File: config.mk
export PLATFORM = sky130hd
export DESIGN_NAME = sorted_breakpoint_table_core
export DESIGN_NICKNAME = d
export VERILOG_FILES = /design/src/sbt_pkg.sv /design/src/sbt_mem.sv /design/src/sbt_ctrl.sv /design/src/sorted_breakpoint_table_core.sv
export SDC_FILE = /design/constraint.sdc
export NUM_CORES = 2
export LEC_CHECK = 0
export BUFFER_PORTS_ARGS = -buffer_cell sky130_fd_sc_hd__buf_2
export CELL_PAD_IN_SITES_DETAIL_PLACEMENT = 1
export CELL_PAD_IN_SITES_GLOBAL_PLACEMENT = 2
export CORE_MARGIN = 8
export CORE_UTILIZATION = 45
export CTS_BUF_LIST = sky130_fd_sc_hd__clkbuf_16
export DETAILED_ROUTE_END_ITERATION = 10
export GPL_ROUTABILITY_DRIVEN = 0
export PLACE_DENSITY = 0.67
export RECOVER_POWER = 25
export SYNTH_ARGS = -nofsm -noshare
export SYNTH_HDL_FRONTEND = slang
export SYNTH_HIERARCHICAL = 1
export SYNTH_SLANG_ARGS = --single-unit
File: constraint.sdc
create_clock -name clk -period 7.05 [get_ports clk]
set_clock_uncertainty 0.05 [all_clocks]
set_input_delay 1.41 -clock clk [delete_from_list [all_inputs] [get_ports clk]]
set_output_delay 1.41 -clock clk [all_outputs]
set_load 0.02 [all_outputs]
File: src/sbt_pkg.sv
// Shared types and constants for the sorted breakpoint table.
// Used by the entry memory, the sequencer and the top level; depends on nothing.
package sbt_pkg;

    localparam int DEFAULT_TABLE_DEPTH = 32;

    localparam logic OP_ADD    = 1'b0;
    localparam logic OP_REMOVE = 1'b1;

    localparam logic [1:0] ST_OK      = 2'd0;
    localparam logic [1:0] ST_FULL    = 2'd1;
    localparam logic [1:0] ST_INVALID = 2'd2;
    localparam logic [1:0] ST_FAULT   = 2'd3;

    localparam logic [2:0] SIZE_NONE  = 3'd0;
    localparam logic [2:0] SIZE_THUMB = 3'd2;
    localparam logic [2:0] SIZE_ARM   = 3'd4;

    localparam logic [31:0] BKPT_ARM   = 32'hEF00_00FF;
    localparam logic [31:0] BKPT_THUMB = 32'h0000_DFFF;

    typedef struct packed {
        logic        opcode;
        logic [31:0] address;
        logic        thumb;
        logic        persist;
        logic [31:0] original_word;
        logic        mem_ok;
    } req_t;

    typedef struct packed {
        logic [31:0] address;
        logic [31:0] saved_word;
        logic [2:0]  size;
        logic        persistent;
    } entry_t;

    typedef struct packed {
        logic [1:0]  status;
        logic [5:0]  slot;
        logic [31:0] patch_word;
        logic [2:0]  patch_size;
        logic [5:0]  entry_count;
    } res_t;

endpackage

File: src/sbt_mem.sv
// Entry memory of the breakpoint table: one write port and one registered read port.
// Depends on sbt_pkg for the entry type.
module sbt_mem #(
    parameter int DEPTH = sbt_pkg::DEFAULT_TABLE_DEPTH,
    parameter int IDX_W = 5
) (
    input  logic               clk,
    input  logic               we,
    input  logic [IDX_W-1:0]   waddr,
    input  sbt_pkg::entry_t    wdata,
    input  logic               re,
    input  logic [IDX_W-1:0]   raddr,
    output sbt_pkg::entry_t    rdata
);

    sbt_pkg::entry_t mem [DEPTH];
    sbt_pkg::entry_t rdata_reg;

    always_ff @(posedge clk)
    begin
        if (we)
        begin
            mem[waddr] <= wdata;
        end
    end

    always_ff @(posedge clk)
    begin
        if (re)
        begin
            rdata_reg <= mem[raddr];
        end
    end

    assign rdata = rdata_reg;

endmodule

File: src/sbt_ctrl.sv
// Sequencer of the breakpoint table: binary search, request checks and entry shifting.
// Depends on sbt_pkg; drives the ports of sbt_mem.
module sbt_ctrl #(
    parameter int DEPTH = sbt_pkg::DEFAULT_TABLE_DEPTH,
    parameter int IDX_W = 5,
    parameter int CNT_W = 6
) (
    input  logic               clk,
    input  logic               rst_n,
    input  logic               req_valid,
    input  sbt_pkg::req_t      req_in,
    output logic               busy,
    output logic               res_valid,
    output sbt_pkg::res_t      res,
    input  logic               res_ack,
    output logic               mem_we,
    output logic [IDX_W-1:0]   mem_waddr,
    output sbt_pkg::entry_t    mem_wdata,
    output logic               mem_re,
    output logic [IDX_W-1:0]   mem_raddr,
    input  sbt_pkg::entry_t    mem_rdata
);

    typedef enum logic [7:0] {
        S_IDLE    = 8'b0000_0001,
        S_SRD     = 8'b0000_0010,
        S_SCMP    = 8'b0000_0100,
        S_CHECK   = 8'b0000_1000,
        S_INS     = 8'b0001_0000,
        S_INS_NEW = 8'b0010_0000,
        S_DEL     = 8'b0100_0000,
        S_DONE    = 8'b1000_0000
    } state_t;

    localparam logic [CNT_W-1:0] DEPTH_C = CNT_W'(DEPTH);

    state_t              state_reg, state_next;
    sbt_pkg::req_t       req_reg, req_next;
    logic [CNT_W-1:0]    lo_reg, lo_next;
    logic [CNT_W-1:0]    hi_reg, hi_next;
    logic [CNT_W-1:0]    ptr_reg, ptr_next;
    logic [CNT_W-1:0]    count_reg, count_next;
    logic [1:0]          status_reg, status_next;
    logic [31:0]         pword_reg, pword_next;
    logic [2:0]          psize_reg, psize_next;
    logic                wpend_reg, wpend_next;
    logic [IDX_W-1:0]    widx_reg, widx_next;

    logic [CNT_W-1:0]    mid;
    logic [CNT_W-1:0]    ptr_dec;
    logic [CNT_W-1:0]    ptr_inc;
    logic                hit;
    logic                misaligned;
    sbt_pkg::entry_t     new_entry;

    assign mid     = lo_reg + ((hi_reg - lo_reg) >> 1);
    assign ptr_dec = ptr_reg - CNT_W'(1);
    assign ptr_inc = ptr_reg + CNT_W'(1);
    assign hit     = (lo_reg < count_reg) && (mem_rdata.address == req_reg.address);
    assign misaligned = req_reg.thumb ? req_reg.address[0] : (req_reg.address[1:0] != 2'b00);

    always_comb
    begin
        new_entry.address    = req_reg.address;
        new_entry.saved_word = req_reg.thumb ? {16'h0000, req_reg.original_word[15:0]}
                                             : req_reg.original_word;
        new_entry.size       = req_reg.thumb ? sbt_pkg::SIZE_THUMB : sbt_pkg::SIZE_ARM;
        new_entry.persistent = req_reg.persist;
    end

    always_comb
    begin
        state_next  = state_reg;
        req_next    = req_reg;
        lo_next     = lo_reg;
        hi_next     = hi_reg;
        ptr_next    = ptr_reg;
        count_next  = count_reg;
        status_next = status_reg;
        pword_next  = pword_reg;
        psize_next  = psize_reg;
        wpend_next  = 1'b0;
        widx_next   = widx_reg;
        mem_re      = 1'b0;
        mem_raddr   = '0;
        mem_we      = 1'b0;
        mem_waddr   = widx_reg;
        mem_wdata   = mem_rdata;
        res_valid   = 1'b0;

        unique case (state_reg)
            S_IDLE:
            begin
                if (req_valid)
                begin
                    req_next   = req_in;
                    lo_next    = '0;
                    hi_next    = count_reg;
                    state_next = S_SRD;
                end
            end
            S_SRD:
            begin
                mem_re = 1'b1;
                if (lo_reg < hi_reg)
                begin
                    mem_raddr  = mid[IDX_W-1:0];
                    state_next = S_SCMP;
                end
                else
                begin
                    mem_raddr  = lo_reg[IDX_W-1:0];
                    state_next = S_CHECK;
                end
            end
            S_SCMP:
            begin
                if (mem_rdata.address < req_reg.address)
                begin
                    lo_next = mid + CNT_W'(1);
                end
                else
                begin
                    hi_next = mid;
                end
                state_next = S_SRD;
            end
            S_CHECK:
            begin
                status_next = sbt_pkg::ST_OK;
                pword_next  = '0;
                psize_next  = sbt_pkg::SIZE_NONE;
                state_next  = S_DONE;
                if (req_reg.opcode == sbt_pkg::OP_ADD)
                begin
                    if (hit)
                    begin
                        status_next = sbt_pkg::ST_OK;
                    end
                    else if (count_reg >= DEPTH_C)
                    begin
                        status_next = sbt_pkg::ST_FULL;
                    end
                    else if (misaligned)
                    begin
                        status_next = sbt_pkg::ST_INVALID;
                    end
                    else if (!req_reg.mem_ok)
                    begin
                        status_next = sbt_pkg::ST_FAULT;
                    end
                    else
                    begin
                        pword_next = req_reg.thumb ? sbt_pkg::BKPT_THUMB : sbt_pkg::BKPT_ARM;
                        psize_next = new_entry.size;
                        ptr_next   = count_reg;
                        state_next = S_INS;
                    end
                end
                else
                begin
                    if (!hit)
                    begin
                        status_next = sbt_pkg::ST_INVALID;
                    end
                    else if (!req_reg.mem_ok)
                    begin
                        status_next = sbt_pkg::ST_FAULT;
                    end
                    else
                    begin
                        pword_next = mem_rdata.saved_word;
                        psize_next = mem_rdata.size;
                        ptr_next   = lo_reg;
                        state_next = S_DEL;
                    end
                end
            end
            S_INS:
            begin
                mem_we = wpend_reg;
                if (ptr_reg > lo_reg)
                begin
                    mem_re     = 1'b1;
                    mem_raddr  = ptr_dec[IDX_W-1:0];
                    wpend_next = 1'b1;
                    widx_next  = ptr_reg[IDX_W-1:0];
                    ptr_next   = ptr_dec;
                end
                else
                begin
                    state_next = S_INS_NEW;
                end
            end
            S_INS_NEW:
            begin
                mem_we     = 1'b1;
                mem_waddr  = lo_reg[IDX_W-1:0];
                mem_wdata  = new_entry;
                count_next = count_reg + CNT_W'(1);
                state_next = S_DONE;
            end
            S_DEL:
            begin
                mem_we = wpend_reg;
                if (ptr_inc < count_reg)
                begin
                    mem_re     = 1'b1;
                    mem_raddr  = ptr_inc[IDX_W-1:0];
                    wpend_next = 1'b1;
                    widx_next  = ptr_reg[IDX_W-1:0];
                    ptr_next   = ptr_inc;
                end
                else
                begin
                    count_next = count_reg - CNT_W'(1);
                    state_next = S_DONE;
                end
            end
            S_DONE:
            begin
                res_valid = 1'b1;
                if (res_ack)
                begin
                    state_next = S_IDLE;
                end
            end
            default:
            begin
                state_next = S_IDLE;
            end
        endcase
    end

    always_ff @(posedge clk or negedge rst_n)
    begin
        if (!rst_n)
        begin
            state_reg <= S_IDLE;
            count_reg <= '0;
            lo_reg    <= '0;
            hi_reg    <= '0;
            ptr_reg   <= '0;
            wpend_reg <= 1'b0;
            widx_reg  <= '0;
        end
        else
        begin
            state_reg <= state_next;
            count_reg <= count_next;
            lo_reg    <= lo_next;
            hi_reg    <= hi_next;
            ptr_reg   <= ptr_next;
            wpend_reg <= wpend_next;
            widx_reg  <= widx_next;
        end
    end

    always_ff @(posedge clk)
    begin
        req_reg    <= req_next;
        status_reg <= status_next;
        pword_reg  <= pword_next;
        psize_reg  <= psize_next;
    end

    assign busy = (state_reg != S_IDLE);

    always_comb
    begin
        res.status      = status_reg;
        res.slot        = 6'(lo_reg);
        res.patch_word  = pword_reg;
        res.patch_size  = psize_reg;
        res.entry_count = 6'(count_reg);
    end

endmodule

File: src/sorted_breakpoint_table_core.sv
// Sorted breakpoint table: add and remove requests with binary search over one entry memory.
// Each search step reads the entry memory and compares the registered read data with the address.
// Entries are moved one at a time, each read from the memory and written back one slot over.
// One transaction at a time; the next is taken while the last result waits at the output.
// Reset empties the table at once by clearing the entry count; the memory is not swept.
module sorted_breakpoint_table_core #(
    parameter int TABLE_DEPTH = sbt_pkg::DEFAULT_TABLE_DEPTH
) (
    input  logic        clk,
    input  logic        rst_n,
    input  logic        in_valid,
    output logic        in_stall,
    input  logic        opcode,
    input  logic [31:0] address,
    input  logic        thumb,
    input  logic        persist,
    input  logic [31:0] original_word,
    input  logic        mem_ok,
    output logic        out_valid,
    input  logic        out_stall,
    output logic [1:0]  status,
    output logic [5:0]  slot,
    output logic [31:0] patch_word,
    output logic [2:0]  patch_size,
    output logic [5:0]  entry_count
);

    localparam int IDX_W = (TABLE_DEPTH > 1) ? $clog2(TABLE_DEPTH) : 1;
    localparam int CNT_W = $clog2(TABLE_DEPTH + 1);

    sbt_pkg::req_t    req;
    sbt_pkg::res_t    res;
    sbt_pkg::res_t    res_data_reg;
    logic             res_valid;
    logic             res_load;
    logic             out_valid_reg, out_valid_next;
    logic             busy;
    logic             mem_we;
    logic [IDX_W-1:0] mem_waddr;
    sbt_pkg::entry_t  mem_wdata;
    logic             mem_re;
    logic [IDX_W-1:0] mem_raddr;
    sbt_pkg::entry_t  mem_rdata;

    always_comb
    begin
        req.opcode        = opcode;
        req.address       = address;
        req.thumb         = thumb;
        req.persist       = persist;
        req.original_word = original_word;
        req.mem_ok        = mem_ok;
    end

    sbt_ctrl #(
        .DEPTH (TABLE_DEPTH),
        .IDX_W (IDX_W),
        .CNT_W (CNT_W)
    ) u_ctrl (
        .clk       (clk),
        .rst_n     (rst_n),
        .req_valid (in_valid),
        .req_in    (req),
        .busy      (busy),
        .res_valid (res_valid),
        .res       (res),
        .res_ack   (res_load),
        .mem_we    (mem_we),
        .mem_waddr (mem_waddr),
        .mem_wdata (mem_wdata),
        .mem_re    (mem_re),
        .mem_raddr (mem_raddr),
        .mem_rdata (mem_rdata)
    );

    sbt_mem #(
        .DEPTH (TABLE_DEPTH),
        .IDX_W (IDX_W)
    ) u_mem (
        .clk   (clk),
        .we    (mem_we),
        .waddr (mem_waddr),
        .wdata (mem_wdata),
        .re    (mem_re),
        .raddr (mem_raddr),
        .rdata (mem_rdata)
    );

    assign in_stall = busy;
    assign res_load = res_valid && (!out_valid_reg || !out_stall);

    always_comb
    begin
        if (res_load)
        begin
            out_valid_next = 1'b1;
        end
        else if (out_stall)
        begin
            out_valid_next = out_valid_reg;
        end
        else
        begin
            out_valid_next = 1'b0;
        end
    end

    always_ff @(posedge clk or negedge rst_n)
    begin
        if (!rst_n)
        begin
            out_valid_reg <= 1'b0;
        end
        else
        begin
            out_valid_reg <= out_valid_next;
        end
    end

    always_ff @(posedge clk)
    begin
        if (res_load)
        begin
            res_data_reg <= res;
        end
    end

    assign out_valid   = out_valid_reg;
    assign status      = res_data_reg.status;
    assign slot        = res_data_reg.slot;
    assign patch_word  = res_data_reg.patch_word;
    assign patch_size  = res_data_reg.patch_size;
    assign entry_count = res_data_reg.entry_count;

endmodule
Yosys cells after proc, flatten, opt, wreduce, memory -nomap -nowiden
Memories as Yosys holds them, arrays and structs flattened. A register that Yosys moved wholly into a read port is not among the register bits. Cells that the tools add are included.

RAM bits: 2176. Bits in registers: 193. Memories: 1. Output and inout port bits: 51. Bits of input ports: 72.

Memories: u_mem.mem (depth 32, bits a word 68, read ports 1, clocked after memory_dff 1, write ports 1, line sbt_mem.sv:16) `sbt_pkg::entry_t mem [DEPTH];`.

Equality and inequality tests: 25. Reduce and logical (&&, ||, !) cells: 18. $lt $le $gt $ge: 6. Add/subtract/negate cells: 7. Muxes and demuxes: 74.

Operators by type and width (count): 2-to-1 mux 32 bit (9); 2-to-1 mux 8 bit (11); 2-to-1 mux 6 bit (14); 2-to-1 mux 68 bit (1); case mux 8 bit (8 select lines) (1); case mux 6 bit (2 select lines) (3); equality test 32 bit (1); < comparator 32 bit (1); 2-to-1 mux 5 bit (6); 2-to-1 mux 3 bit (8); adder 6 x 1 -> 6 bit, second input constant (3); < comparator 6 bit (3); case mux 6 bit (3 select lines) (1); case mux 5 bit (3 select lines) (1); 2-to-1 mux 2 bit (6); subtractor 6 x 1 -> 6 bit, second input constant (2); != test 2 bit, second input constant (5); case mux 5 bit (2 select lines) (1); != test 3 x 2 -> 1 bit, second input constant (3); AND reduction 3 bit (3); AND reduction 9 bit (1); equality test 8 x 1 -> 1 bit, second input constant (1); equality test 8 x 2 -> 1 bit, second input constant (1); equality test 8 x 3 -> 1 bit, second input constant (1); other kinds (25) (43).

Longest topological paths before layout
Depth in word-level cells: 7. Gate-level depth with buffers: 21. Mapped depth without buffers: 17.

Cells and area by module
The synthesis kept the hierarchy.

Modules (own cells, without submodules): sbt_mem (cells an instance 3286, sequential area each 67384.6 um^2, area each 84557.3 um^2, instances 1); sbt_ctrl (cells an instance 823, sequential area each 4105.2 um^2, area each 8370.5 um^2, instances 1); sorted_breakpoint_table_core (cells an instance 52, sequential area each 1496.4 um^2, area each 1515.2 um^2, instances 1).

Worst setup path before layout
OpenSTA, ideal clock, no wires.

Path type: reg2reg. Start point: register u_ctrl.state_reg[2]. End point: memory u_mem/mem[18][0] (netlist bit) (enable). Required time: 6505 ps. Path slack: 1034 ps. Library setup time: 495 ps. Stages on the path, launching flop included: 9. Clock period less this slack: 6016 ps. Arrival time: 5471 ps. Cell sequence: dfrtp_1 or4_4 nor3_1 nand2_1 clkbuf_1 clkbuf_1 o21ai_0 or3b_1 nor2_1.

RTL lines: start: declaration (line sbt_ctrl.sv:37) `state_t state_reg, state_next;`; start signal: assignment (line sbt_ctrl.sv:249) `state_reg <= state_next;`; equality test 8 x 6 -> 1 bit (line sbt_ctrl.sv:91) `unique case (state_reg)`; 2-to-1 mux 5 bit (line sbt_ctrl.sv:91); via mem_waddr[4] (line sorted_breakpoint_table_core.sv:39) `logic [IDX_W-1:0] mem_waddr;`; end: declaration (line sbt_mem.sv:16).

The timed path passes the listed nets, and every way through them passes these cells.

Worst setup path in the final report
Start point: register u_ctrl.lo_reg[1]. End point: register, netlist name u_mem/rdata[20].

Longest elaborated chain between the ends: 4.

RTL lines: start: declaration (line sbt_ctrl.sv:39) `logic [CNT_W-1:0] lo_reg, lo_next;`; start signal: assignment (line sbt_ctrl.sv:251) `lo_reg <= lo_next;`; subtractor 6 bit (line sbt_ctrl.sv:56) `assign mid = lo_reg + ((hi_reg - lo_reg) >> 1);`; adder 6 x 5 -> 6 bit (line sbt_ctrl.sv:56); 2-to-1 mux 5 bit (line sbt_ctrl.sv:105) `if (lo_reg < hi_reg)`; case mux 5 bit (3 select lines) * (line sbt_ctrl.sv:91); via mem_raddr[0] (line sorted_breakpoint_table_core.sv:42) `logic [IDX_W-1:0] mem_raddr;`.

The timed path passes the listed nets; every way through them passes the cells marked *. A chain may end at the register's enable or synchronous reset.

==> metrics.txt <==
die area about 220,000 um2; DRC 0; final hold vios 0; CP arrival 6.43 ns; Clock transition at path regs 0.06 ns; Initial Util 45.1%; fin crit period 5.93 ns; Worst setup EP type flip-flop; vias in the first global route roughly 46,000; max capacitance violation total 7; worst-case reg-to-reg path depth 16; RSZ-0062 raised after global routing false; H-Tree Depth 4; layout cells sized above 1 28.3%; global-route wire length before repair approximately 350,000 um; Layout area overhead 13.7%; Pins Over Slew Limit 213; worst min-delay path class reg2reg; failing checks max-capacitance violations, max-slew violations; Post-Syn Nets 4,254; Layout fillers 17,836; Clock Path Buffers 3; routed wire length 253,000 um; power per standard cell area between 200 and 300 nW/um2; Worst slew margin -56.0%; final net count between 4,000 and 5,000; initial antenna violation count 10; CP startpoint u_ctrl/lo_reg[1]$_DFFE_PN0P_; clock sink count 2,403; average size of a mapped cell 22.7 um2; initial DRC count between 4,000 and 5,000; VDD IR-drop max 0.267 mV; Netlist Area Pre-Place 93,200 um2; dpl cells 6,919; CP Class reg2reg; Tot GR Track Use 22.4%; DR pass1 iterations 7; Post-Route Setup TNS 0 ns; r2r startpoint u_ctrl/lo_reg[1]$_DFFE_PN0P_; max reg flops approximately 2,100; GRT overflow 0; Worst Setup Start Kind flip-flop; DR vias/cell 6.02; vias around 44,000; dpl hpwl 133,000 um; outcome finished, violations left; pin count of the biggest net entering global routing 82; Fin Hold WS 0.368 ns; Die Ht 471 um; Total Power 30.2 mW; non-filler cells, final 7,366; Syn Inst Count 4,113; Post-CTS Setup Inserts 0; CTS Buf Count 238; DR WL/cell about 34 um; Max Clock Freq 0.169 GHz; Skew-Pair Late Insertion Delay 0.87 ns; CP Data Required Time 7.55 ns; cells resized by post-CTS repair 0; setup violators final 0; Hold Crit Start u_ctrl/pword_reg[0]$_DFFE_PP_; io pins 123; hold path cells 0; Max FO, Critical Path 20; Die Width 471 um; root buf cell clkbuf_16; CTS tree done; Pleak 33.1 nW; Least-Margin Pin Slew 2.34 ns; Routed Antenna Nets 0; # port buffers 121; Core Rows 167; Util after Layout 51.3%; Core ar. 206,000 um2; crit share post-route 84.1%; yosys warns 6; CTS Hold Bufs 0
==> report_power, final <==
part / switching (mW) / internal [mW] / leakage, nW
Combinational: 1.15 / 0.235 / 7.38
Clock: 5.43 / 6.81 / 3.91
Sequential: 0.153 / 16.4 / 21.8
Total: 6.73 / 23.5 / 33.1
==> cell usage in the layout (no fill, tap or decap), types with 6 or more instances in the layout <==
master and count:
edfxtp_1 2364, mux4_2 630, clkbuf_16 243, nand2_1 166
inv_1 118, buf_4 94, clkbuf_1 91, mux2_2 88
clkinv_1 70, buf_2 68, o21ai_0 67, ha_1 66
buf_12 51, mux2i_1 48, nor2_1 41, dfrtp_1 38
clkinv_2 36, nor2_4 34, a21oi_1 30, a21o_1 29
bufinv_16 16, xnor2_1 16, nand3_1 16, and2_1 16
a221oi_1 15, o21ai_2 13, o22ai_1 13, xor2_1 11
a211oi_1 11, nor2b_1 10, o21ai_1 9, nand3b_1 8
nor3_1 6, nand4_1 6, o31a_1 6, o211ai_1 6
a22o_1 6
==> per-stage QoR <==
stage	area, um2	worst slack (ns)
finish	106000	1.12
global route	106000	0.775
CTS	106000	1.52
detailed placement	98600	1.56
global placement	98600	1.50
floorplan	93200	1.08
==> worst max-delay path: stages, from the launching register on <==
cell	delay, ns
dfrtp_1	0.32
clkbuf_1	0.46
inv_1	0.29
ha_1	0.37
nand3b_1	0.08
a21o_1	0.16
a21oi_1	0.23
nand3_1	0.25
and2_0	0.54
nor2_1	0.30
a221o_4	0.64
buf_4	0.35
buf_4	0.41
mux4_2	0.57
mux2_2	0.28
o22ai_1	0.20
a221oi_1	0.08
==> layout make-up <==
class	count	area (um2)	share of cell area, %
multi-input combinational	1448	20400	19.3
sequential	2403	72000	67.9
timing repair buffer	304	2410	2.27
inverter	60	225	0.213
clock buffer	243	6080	5.74
antenna	3	7.51	0.00709
clock inverter	201	1460	1.38
tap	2704	3380	3.19
==> final timing paths <==
path	to	slack, ns
setup / recovery	u_mem/rdata[20]$_DFFE_PP_	1.12
hold / removal	patch_word[0]$_DFFE_PP_	0.37
setup reg to reg	u_mem/rdata[20]$_DFFE_PP_	1.12
hold reg to reg	patch_word[0]$_DFFE_PP_	0.37
max in group asynchronous	u_ctrl/widx_reg[2]$_DFFE_PN0P_	4.44
min in group asynchronous	u_ctrl/lo_reg[4]$_DFFE_PN0P_	1.20
==> metal layers <==
layer | wire length (um) | track usage [%]
met1 | 106000 | 31.1
met3 | 17300 | 4.36
met5 | 0 | 0
met2 | 123000 | 36.9
met4 | 6020 | 5.49
No activity file was read; power rests on OpenSTA's default activity.
